**config.mk**
```make
export PLATFORM = sky130hd
export DESIGN_NAME = lpft_cell
export DESIGN_NICKNAME = d
export VERILOG_FILES = /design/src/rtl/lpft_pkg.sv /design/src/rtl/lpft_cell.sv
export SDC_FILE = /design/constraint.sdc
export NUM_CORES = 1
export LEC_CHECK = 0
export BUFFER_PORTS_ARGS = -buffer_cell sky130_fd_sc_hd__clkbuf_2
export CAP_MARGIN = 25
export CORE_ASPECT_RATIO = 0.75
export CORE_MARGIN = 2
export CORE_UTILIZATION = 42
export CTS_CLUSTER_SIZE = 28
export DETAILED_ROUTE_END_ITERATION = 7
export PLACE_DENSITY = 0.78
export SLEW_MARGIN = 15
export SYNTH_ARGS = -nofsm -noshare
export SYNTH_HDL_FRONTEND = slang
export SYNTH_SLANG_ARGS = --single-unit
```
**constraint.sdc**
```tcl
create_clock -name clk -period 2.57 [get_ports clk]
set_clock_uncertainty 0.15 [all_clocks]
set_input_delay 0.3855 -clock clk [delete_from_list [all_inputs] [get_ports clk]]
set_output_delay 0.3855 -clock clk [all_outputs]
set_load 0.01 [all_outputs]
```
**src/rtl/lpft_pkg.sv**
```systemverilog
package lpft_pkg;

    localparam int MaxFrames  = 128;
    localparam int NumWindows = 5;
    localparam int AgeBits    = 16;
    localparam int IdxBits    = $clog2(MaxFrames);
    localparam int CntBits    = $clog2(MaxFrames + 1);
    localparam int WinBits    = $clog2(NumWindows + 1);

    // frame row is cut by a register after every SegCells cells
    localparam int SegCells     = 8;
    localparam int NumSegs      = MaxFrames / SegCells;
    localparam int SearchCycles = NumSegs + 1;
    localparam int SrchBits     = $clog2(SearchCycles);

    localparam logic [7:0]  FrameCountReset = 8'd128;
    localparam logic [15:0] WindowLenReset  = 16'd2000;

    // configuration register indexes
    localparam logic RegFrameCount = 1'b0;
    localparam logic RegWindowLen  = 1'b1;

    typedef logic [AgeBits-1:0] age_t;

    // per-frame command, same for every cell in a cycle
    typedef struct packed {
        logic        update;    // commit this reference
        logic        write_en;  // write page into target frame
        logic [IdxBits-1:0] target;
        logic [15:0] page;
        logic [CntBits-1:0] active;
    } cell_cmd_t;

    // result of one cell's compare, handed along the chain
    typedef struct packed {
        logic               hit;
        logic [IdxBits-1:0] hit_idx;
        age_t               best_age;
        logic [IdxBits-1:0] best_idx;
    } chain_t;

    typedef enum logic [1:0] {
        ST_IDLE,
        ST_SEARCH,
        ST_COMMIT,
        ST_OUT
    } state_t;

endpackage

```
**src/rtl/lpft_cell.sv**
```systemverilog
module lpft_cell (
    input  logic                         clk,
    input  logic                         rst_n,
    input  logic [lpft_pkg::IdxBits-1:0] idx,
    input  lpft_pkg::cell_cmd_t          cmd,
    input  logic [15:0]                  lookup,
    input  lpft_pkg::chain_t             chain_in,
    output lpft_pkg::chain_t             chain_out,
    output logic [15:0]                  page_out
);

    logic [15:0]      page_reg;
    lpft_pkg::age_t   age_reg;
    logic             in_use;

    assign in_use   = {1'b0, idx} < cmd.active;
    assign page_out = page_reg;

    // page store, no reset needed
    always_ff @(posedge clk)
    begin
        if (cmd.update && cmd.write_en && cmd.target == idx)
        begin
            page_reg <= cmd.page;
        end
    end

    // age: clear on target, else saturating increment when active
    always_ff @(posedge clk or negedge rst_n)
    begin
        if (!rst_n)
        begin
            age_reg <= '0;
        end
        else if (cmd.update)
        begin
            if (cmd.target == idx)
                age_reg <= '0;
            else if (in_use && age_reg != '1)
                age_reg <= age_reg + 1'b1;
        end
    end

    // first match wins; strictly older wins the eviction scan
    always_comb
    begin
        chain_out = chain_in;
        if (in_use)
        begin
            if (!chain_in.hit && page_reg == lookup)
            begin
                chain_out.hit     = 1'b1;
                chain_out.hit_idx = idx;
            end
            if (idx == '0 || age_reg > chain_in.best_age)
            begin
                chain_out.best_age = age_reg;
                chain_out.best_idx = idx;
            end
        end
    end

endmodule

```
* Word-level counts from Yosys, hierarchy flattened
Cells that the tools add are included.
** Cells by class
- Add/subtract/negate cells :: 1
- $lt $le $gt $ge :: 2
- Equality and inequality tests :: 3
- Mux-type cells :: 5
- Reduce and logical (&&, ||, !) cells :: 9
** Operators by type and width (count)
- 16-bit 2-to-1 mux :: 2
- 31-bit 2-to-1 mux :: 1
- 23-bit 2-to-1 mux :: 1
- 16-bit by 1-bit adder with 16-bit output (second input constant) :: 1
- 16-bit == test :: 1
- 16-bit greater-than comparator :: 1
- 16-bit != test (second input constant) :: 1
- 7-bit by 8-bit less-than comparator with 1-bit output :: 1
- 8-bit 2-to-1 mux :: 1
- 7-bit == test :: 1
- 7-bit logical NOT :: 1
- 1-bit logical AND :: 4
- 2-bit AND reduction :: 1
- 2-bit nonzero test :: 1
- 1-bit logical NOT :: 1
- 1-bit logical OR :: 1
** Word-level totals
- Flip-flop bits (word level) :: 32
- Bits of input ports :: 89
- Output and inout port bits :: 47
- Word-level logic and storage cells :: 22

* Logic depth before layout (Yosys ltp)
Gate-level depths: netlist (run 1).
- Depth in word-level cells :: 4
- Gate-level depth with buffers :: 9
- Depth with buffers taken out :: 8

* Worst setup path after synthesis (run 1)
No wires, ideal clock.
- Path type :: input to output
- Start point :: input chain_in[8] (netlist name)
- End point :: output chain_out[15] (netlist name)
- Arrival time :: 2174 ps
- Data required time :: 2034 ps
- Slack :: -140 ps
- Stages :: 9
- Path buffers :: 1
- Cells stage by stage :: inv_1 ha_1 nor2b_1 o211ai_1 a2111oi_0 a2111oi_0 a21oi_2 buf_6 mux2_1
** RTL lines
- from (decl) :: line lpft_cell.sv:7 : input lpft_pkg::chain_t chain_in,
- to (decl) :: line lpft_cell.sv:8 : output lpft_pkg::chain_t chain_out,

==> results of run 1 <==
==> logic make-up after synthesis <==
| kind of cell | count (synthesis) | share of synthesized area (%) |
|---|---|---|
| and+or+nand+nor | 68 | 15.7 |
| AOI/OAI and AO/OA | 58 | 14.1 |
| DFF | 32 | 33.5 |
| muxes | 31 | 13.3 |
| buffers and inverters | 28 | 4.85 |
| xor gates and xnor gates | 23 | 7.66 |
| adders and majority gates | 23 | 10.9 |
==> critical path, delay by kind of cell, from the launching register on <==
family	cells	cell delay [ns]
AOI/OAI and AO/OA	4	0.79
adders and majority gates	1	0.28
buffers and inverters	3	0.45
DFF	1	0.42
muxes	1	0.31
and+or+nand+nor	1	0.12
==> stage by stage <==
step                hold WS [ns]  instance area (um^2)  util (%)  TNS, ns
global placement           0.187                  3710      62.5    -9.39
floorplan                -0.0601                  2640         -    -1.66
global route               0.124                  4250      71.5   -17.80
CTS                        0.123                  3880      65.3   -14.55
finish                     0.131                  4250      71.5   -15.69
detailed placement         0.203                  3710      62.5   -11.12
==> cell type report <==
cell class              count  area share (%)
repair buffers            185            30.8
well taps                  78            2.29
clock buffers               7            1.79
clock inverters             1           0.118
multi-input cells         203            42.2
flip-flops and latches     32            20.7
inverters                  23            2.03
==> Yosys cell counts (all sizes together) <==
master,n,area [um^2]
nand3,9,50.1
o21ai,13,65.1
a211oi,1,7.51
o41ai,1,8.76
nand2,11,41.3
xnor2,16,140
mux2,31,349
nand4,10,62.6
nor4,3,33.8
o211ai,2,15.0
xor2,7,61.3
a31oi,7,43.8
inv,23,86.3
dfrtp,16,400
edfxtp,16,480
nor2b,1,6.26
nor2,5,18.8
nand2b,3,18.8
buf,3,33.8
nand3b,2,15.0
and3,8,50.1
a21oi,17,96.4
a22o,2,17.5
a21o,2,15.0
or4,4,30.0
nor3,3,15.0
clkbuf,2,7.51
a2111oi,2,17.5
a41oi,2,17.5
ha,23,288
and4b,1,10.0
a21boi,1,7.51
or3,1,6.26
and2,4,27.5
and4,2,20.0
o31ai,8,60.1
nor3b,1,7.51
==> final timing paths <==
| kind | startpoint | end | slack, ns | cells past startpoint |
|---|---|---|---|---|
| worst max-delay path | age_reg[1]$_DFFE_PN0P_ | chain_out[8] | -0.63 | 10 |
| worst min-delay path | cmd[9] | page_out[1]$_DFFE_PP_ | 0.13 | 1 |
| worst max register to register | age_reg[1]$_DFFE_PN0P_ | age_reg[7]$_DFFE_PN0P_ | 0.21 | 8 |
| worst min register to register | age_reg[10]$_DFFE_PN0P_ | age_reg[10]$_DFFE_PN0P_ | 0.45 | 2 |
| max in group asynchronous | rst_n | age_reg[7]$_DFFE_PN0P_ | 1.49 | 2 |
| min in group asynchronous | rst_n | age_reg[8]$_DFFE_PN0P_ | 0.44 | 2 |
==> layer usage <==
metal  vias up  wire [um]  part of all wire, %  global-route usage, %
met2       170       5050                   51                   41.8
met3        20        785                  8.0                   3.63
met4         0        195                  2.0                   3.02
met5         -          0                    0                      0
li1       1367          -                    -                      -
met1      1397       3810                   39                   33.9
==> power groups by stage <==
stage,Combinational (mW),Sequential (mW),Clock [mW]
after floorplan,0.232,0.620,0
after global placement,0.481,0.605,0
after detailed placement,0.501,0.607,0
after CTS,0.514,0.596,0.372
after global routing,0.662,0.606,0.392
final,0.612,0.602,0.367
==> what timing repair did <==
item	4_1_cts	5_1_grt
buffers inserted	3	3
pin swaps	5	7
gates resized for setup	15	90
setup endpoints to repair	30	31
endpoints found under the hold margin	16	0
hold buffers	1	0
cloned	0	3
==> flow_summary.toml, run 1 <==
[outcome]
status = "finished with violations"
violations = "setup timing"

[timing]
hold_viol_final = 0
fmax_mhz = 312
rsz0062_at_grt = "true"
worst_slack_ns = -0.631
finalSetupViolations = 30
tightest_slew_ns = 0.475
min_period_over_period_pct = 125
drv_slew = 0
fin_crit_ns = 3.20
relSlewSlack_pct = 68.3

[power_and_ir_drop]
seqPwrFrac_pct = 38.1
p_per_area_mw_per_mm2 = 372
power_mw = 1.58
clock_power_share_pct = 23.2
ir_drop_uv = 392
p_int_mw = 1.09
p_sw_share_pct = 31.2
p_leak_nw = 2.12
p_sw_uw = 492
comb_power_share_pct = 38.7

[setup_path]
startpoint_type = "flip-flop"
path_max_fanout = 6
path_class = "reg -> out"
cp.arrival_ns = 2.67
slowest_stage = "dfrtp_1"
worstPathCellList = "ha_4 -> nor2b_4 -> o211ai_1 -> a2111oi_2 -> a2111oi_2 -> a21oi_2 -> buf_6 -> clkbuf_16 -> mux2_4 -> buf_6"
required_ns = 2.03
crit_path_end_kind = "output port"
slowest_delay_ns = 0.42

[drt]
drt-initial-drc-count = 253
vias_per_cell = 5.58
wire_per_inst_um = 18.6
vias = 2954
postRouteAntennaNets = 0
drc_errors = 0
firstDrtPassIters = 5
totalWireLength_mm = 9.84

[cells_and_area]
areaGrowthSynthToFinish_pct = 61.7
finalNetCount = 562
regArea_um2 = 881
final_common_cell = "clkbuf_2"
fillers = 440
multi_input_area_mm2 = 0.00180
antenna_cells = 0
final_cell_mix = "clkbuf_2, buf_4, mux2_4, buf_6"
layout-drive-gt1-share_pct = 52.5
fin_cells = 529

[global_routing]
grt_pass1_vias = 2806
grt_start_max_net_pins = 24
grt_antenna_before_repair = 0
overflow = 0
grt_pass1_wl_mm = 13.4
grt_usage_pct = 24.4

[run]
maxCapViolCount = 0

[synthesis]
ys_warn_count = 0
syn_area_per_cell_um2 = 10.0
yosys_register_bits = 32
syn_area_mm2 = 0.00263
yosysSeqAreaShare_pct = 33.5
synth_fp_nets = 375
synth.distinct_cells = 43
syn_inst = 263

[place]
dp.cells = 513
place_hpwl_mm = 7.01
dp_slack_ns = -0.438
gp_congestion = 0.946
port_buffers = 135

[die]
dieArea_mm2 = 0.00692
io_pins = 136
coreArea_mm2 = 0.00595
rows = 24
start_util_pct = 44.3
die_h_um = 72.5
die_x_um = 95.4

[clocking]
clk_pin_slew_worst_paths_ns = 0.07
clkSinkCount = 32
worstSkewPairLatency_ns = 0.28
tritoncts = "built"
cts_buffers = 5
cts_htree_levels = 2
clock_path_buffers = 2
clockRootBuffer = "clkbuf_8"

[worst_hold_path]
min_path_type = "in -> reg"
Power figures use the tool's default switching activity.
==> run 2: changes to the inputs <==
--- a/config.mk
+++ b/config.mk
@@ -9,10 +9,10 @@
 export CAP_MARGIN = 25
 export CORE_ASPECT_RATIO = 0.75
 export CORE_MARGIN = 2
-export CORE_UTILIZATION = 42
+export CORE_UTILIZATION = 35
 export CTS_CLUSTER_SIZE = 28
 export DETAILED_ROUTE_END_ITERATION = 7
-export PLACE_DENSITY = 0.78
+export PLACE_DENSITY = 0.67
 export SLEW_MARGIN = 15
 export SYNTH_ARGS = -nofsm -noshare
 export SYNTH_HDL_FRONTEND = slang
==> run 2 against run 1 <==
  * The flow still finishes with violations (setup timing)
  * Routed wire length down 13%
  * Count of clock-buffer cells in the layout down 2
  * Maximum frequency down 0.66%
  * Sequential share of layout area up 1.0 points
  * Final cell count up 4.3%
  * Combinational power down 6.5%
  * Sequential power about the same
  * Design area down 4.6%
  * Register-to-register slack about the same
==> flow_summary.toml, run 2 (synthesis gave the netlist of run 1 again) <==
[setup_path]
r2r-end = "age_reg[9]$_DFFE_PN0P_"
path_class = "reg -> out"
cp.arrival_ns = 2.69
required_ns = 2.03
crit_path_end_kind = "output port"
startpoint = "age_reg[1]$_DFFE_PN0P_"
path_max_fanout = 4
startpoint_type = "flip-flop"
reg2reg_setup_slack_ns = 0.22
r2r_start = "age_reg[1]$_DFFE_PN0P_"
reg2reg_depth = 8

[clocking]
clkSinkCount = 32
clockRootBuffer = "clkbuf_8"
cts_buffers = 5
clock_path_buffers = 2
worstSkewPairLatency_ns = 0.28
tritoncts = "built"
clk_pin_slew_worst_paths_ns = 0.07
cts_htree_levels = 2

[timing]
fin_crit_ns = 3.22
min_period_over_period_pct = 125
rsz0062_at_grt = "true"
tightest_slew_ns = 0.426
relSlewSlack_pct = 71.6
finalSetupViolations = 30
fmax_mhz = 310
hold_viol_final = 0
worst_slack_ns = -0.652
drv_slew = 0

[cells_and_area]
layout-drive-gt1-share_pct = 53.0
finalNetCount = 562
areaGrowthSynthToFinish_pct = 54.2
final_common_cell = "clkbuf_2"
fin_cells = 552
antenna_cells = 0
final_cell_mix = "clkbuf_2, buf_4, inv_1, ha_1, mux2_2"

[global_routing]
grt_pass1_vias = 2784
grt_pass1_wl_mm = 13.3
grt_usage_pct = 19.9
grt_antenna_before_repair = 0
overflow = 0
grt_start_max_net_pins = 17

[place]
dp_slack_ns = -0.466
place_hpwl_mm = 6.74
gp_congestion = 0.924
dp.cells = 535
port_buffers = 135

[power_and_ir_drop]
p_per_area_mw_per_mm2 = 403
p_leak_nw = 2.02
ir_drop_uv = 330

[drt]
vias = 2826
wire_per_inst_um = 15.5
vias_per_cell = 5.12
drt-initial-drc-count = 149
postRouteAntennaNets = 0
firstDrtPassIters = 6
totalWireLength_mm = 8.55
drc_errors = 0

[die]
rows = 27
coreArea_mm2 = 0.00733
die_h_um = 79.1
dieArea_mm2 = 0.00823
die_x_um = 104
start_util_pct = 35.9
io_pins = 136

[run]
maxCapViolCount = 0

[worst_hold_path]
whs_endpoint = "page_out[15]$_DFFE_PP_"
holdPathStages = 1
hold_path.startpoint = "cmd[23]"
min_path_type = "in -> reg"

[outcome]
status = "finished with violations"
violations = "setup timing"
run 2: cell types whose count changed in the layout (fill, tap and decap cells not counted), sizes merged:
cell,before,now
buf,76,55
clkbuf,115,134
bufinv,0,1
clkinv,1,2
run 2: routing by layer:
metal,vias up,global-route usage [%],routed length [um]
met2,94,33.5,4170
met1,1359,27.5,3840
met4,0,4.32,78
met5,-,0,0
li1,1365,-,-
met3,8,2.79,455
run 2: worst max path at each step:
stage,endpoint,slack (ns)
final,chain_out[21],-0.65
after detailed placement,chain_out[10],-0.47
after CTS,chain_out[10],-0.62
after floorplan,chain_out[15],-0.09
after global placement,chain_out[10],-0.42
after global routing,chain_out[16],-0.74
run 2: layout make-up:
type | instances | area, um^2
well taps | 101 | 126
repair buffers | 185 | 1100
clock buffers | 5 | 68.8
inverters | 23 | 86.3
flip-flops and latches | 32 | 881
fillers | 669 | 3270
clock inverters | 3 | 37.5
multi-input cells | 203 | 1760
run 2: power by group:
group	internal, mW	switching (mW)
combinational	0.293	0.279
clock	0.282	0.180
sequential	0.574	0.0249
total	1.15	0.484
run 2: what timing repair did:
item                                    4_1_cts  5_1_grt
hold buffers                                  1        0
gates resized for setup                      14       28
endpoints found under the hold margin        16        0
setup buffers                                 3        4
gates cloned                                  0        1
endpoints found under the setup margin       30       33
pin swaps                                     4        4
run 2: critical path, stage by stage (launching register included):
cell and delay, ns:
dfrtp_1 0.42, ha_4 0.29, nor2b_4 0.13, o211ai_1 0.19, a2111oi_2 0.39, a2111oi_2 0.08, a21oi_2 0.18, buf_4 0.15
buf_4 0.13, mux2_2 0.33, clkbuf_2 0.13
run 2: stage by stage:
| stage | instance area, um^2 | utilization (%) | power (mW) | hold WS, ns | setup TNS (ns) |
|---|---|---|---|---|---|
| 2_1_floorplan | 2640 | - | 0.852 | -0.0601 | -1.66 |
| 3_3_place_gp | 3710 | 50.6 | 1.09 | 0.184 | -11.10 |
| 3_5_place_dp | 3710 | 50.6 | 1.10 | 0.184 | -12.23 |
| 4_1_cts | 3900 | 53.2 | 1.58 | 0.122 | -15.25 |
| 5_1_grt | 4060 | 55.3 | 1.73 | 0.115 | -18.31 |
| 6_report | 4060 | 55.3 | 1.63 | 0.130 | -15.29 |
==> run 3: changes to the inputs <==
--- a/config.mk
+++ b/config.mk
@@ -13,7 +13,8 @@
 export CTS_CLUSTER_SIZE = 28
 export DETAILED_ROUTE_END_ITERATION = 7
 export PLACE_DENSITY = 0.67
-export SLEW_MARGIN = 15
+export SKIP_LAST_GASP = 1
+export SLEW_MARGIN = 25
 export SYNTH_ARGS = -nofsm -noshare
 export SYNTH_HDL_FRONTEND = slang
 export SYNTH_SLANG_ARGS = --single-unit
==> run 3 against run 2 <==
  * The flow still finishes with violations (setup timing)
  * First-iteration DRC count increased by 21%
  * Flip-flop and latch count unchanged
  * Maximum frequency is 0.10% lower
  * Final cell count unchanged
  * Critical path type unchanged
==> flow_summary.toml, run 3 (synthesis gave the netlist of run 1 again) <==
[outcome]
status = "finished with violations"
violations = "setup timing"

[power_and_ir_drop]
power_mw = 1.63
p_per_area_mw_per_mm2 = 403
ir_drop_uv = 330
p_leak_nw = 2.01

[timing]
fin_crit_ns = 3.23
tightest_slew_ns = 0.416
drv_slew = 0
fmax_mhz = 310
relSlewSlack_pct = 72.3
worst_slack_ns = -0.655
rsz0062_at_grt = "true"
hold_viol_final = 0
min_period_over_period_pct = 125
finalSetupViolations = 30

[global_routing]
overflow = 0
grt_start_max_net_pins = 17
grt_pass1_vias = 2784
grt_usage_pct = 19.9
grt_pass1_wl_mm = 13.3
grt_antenna_before_repair = 0

[die]
die_x_um = 104
io_pins = 136
coreArea_mm2 = 0.00733
rows = 27
start_util_pct = 35.9
dieArea_mm2 = 0.00823
die_h_um = 79.1

[clocking]
cts_buffers = 5
clk_pin_slew_worst_paths_ns = 0.07
worstSkewPairLatency_ns = 0.28
clockRootBuffer = "clkbuf_8"
cts_htree_levels = 2
clock_path_buffers = 2
tritoncts = "built"
clkSinkCount = 32

[drt]
wire_per_inst_um = 15.3
vias = 2813
postRouteAntennaNets = 0
drt-initial-drc-count = 181
totalWireLength_mm = 8.44
drc_errors = 0
vias_per_cell = 5.10
firstDrtPassIters = 5

[cells_and_area]
finalNetCount = 562
layout-drive-gt1-share_pct = 53.0
final_cell_mix = "clkbuf_2, buf_4, inv_1, ha_1, mux2_2"
final_common_cell = "clkbuf_2"
areaGrowthSynthToFinish_pct = 53.9
fin_cells = 552
final_area_mm2 = 0.00405
fin_util_pct = 55.2
antenna_cells = 0

[worst_hold_path]
min_path_type = "in -> reg"

[setup_path]
startpoint_type = "flip-flop"
path_class = "reg -> out"
path_max_fanout = 4
cp.arrival_ns = 2.69
required_ns = 2.03
crit_path_end_kind = "output port"

[place]
dpl_cell_area_mm2 = 0.00371
gp_congestion = 0.924
dp.cells = 535
place_hpwl_mm = 6.74
port_buffers = 135

[run]
maxCapViolCount = 0
==> run 3: cell count changes in the layout (fill, tap and decap cells not counted) <==
cell,change
buf_2,-1
clkbuf_2,+1
mux2_2,+2
mux2_4,-2
==> run 3: path summary, 6_finish.rpt <==
kind | depth (start not counted) | start | to | slack [ns]
max | 10 | age_reg[1]$_DFFE_PN0P_ | chain_out[21] | -0.66
min | 1 | cmd[23] | page_out[15]$_DFFE_PP_ | 0.13
max reg2reg | 8 | age_reg[1]$_DFFE_PN0P_ | age_reg[9]$_DFFE_PN0P_ | 0.22
min reg2reg | 2 | age_reg[12]$_DFFE_PN0P_ | age_reg[12]$_DFFE_PN0P_ | 0.45
max in group asynchronous | 2 | rst_n | age_reg[6]$_DFFE_PN0P_ | 1.54
min in group asynchronous | 2 | rst_n | age_reg[9]$_DFFE_PN0P_ | 0.43
==> run 3: layout make-up <==
class	instances	area, um^2
tap	101	126
clock inverter	3	37.5
multi-input combinational	203	1750
fill	668	3280
clock buffer	5	68.8
timing repair buffer	185	1100
inverter	23	86.3
sequential	32	881
==> run 3: through the flow <==
step	TNS (ns)	hold WS, ns	setup slack [ns]
global placement	-11.10	0.184	-0.419
detailed placement	-12.23	0.184	-0.466
floorplan	-1.66	-0.0601	-0.0925
global route	-18.35	0.115	-0.736
finish	-15.31	0.130	-0.655
CTS	-15.25	0.122	-0.623
==> run 3: where the power goes <==
| group | switching, mW | internal, mW |
|---|---|---|
| Sequential | 0.0250 | 0.574 |
| Combinational | 0.277 | 0.292 |
| Clock | 0.180 | 0.282 |
| Total | 0.483 | 1.15 |
==> run 3: critical path: stages, from the launching register on <==
cell	delay, ns
dfrtp_1	0.42
ha_4	0.29
nor2b_4	0.13
o211ai_1	0.19
a2111oi_2	0.39
a2111oi_2	0.08
a21oi_2	0.18
buf_4	0.15
buf_4	0.13
mux2_2	0.33
clkbuf_2	0.13
==> run 3: routing by layer <==
| layer | GRT usage, % | vias to the layer above | share of wire (%) |
|---|---|---|---|
| li1 | - | 1366 | - |
| met4 | 4.32 | 0 | 0.89 |
| met5 | 0 | - | 0 |
| met3 | 2.79 | 6 | 4.8 |
| met1 | 27.5 | 1352 | 45 |
| met2 | 33.5 | 89 | 49 |
==> run 3: repair_timing <==
| action | 4_1_cts | 5_1_grt |
|---|---|---|
| setup buffers | 3 | 4 |
| gates resized for setup | 14 | 25 |
| hold buffers | 1 | 0 |
| pin swaps | 4 | 4 |
| setup endpoints to repair | 30 | 33 |
| hold endpoints to repair | 16 | 0 |
| cloned | 0 | 1 |
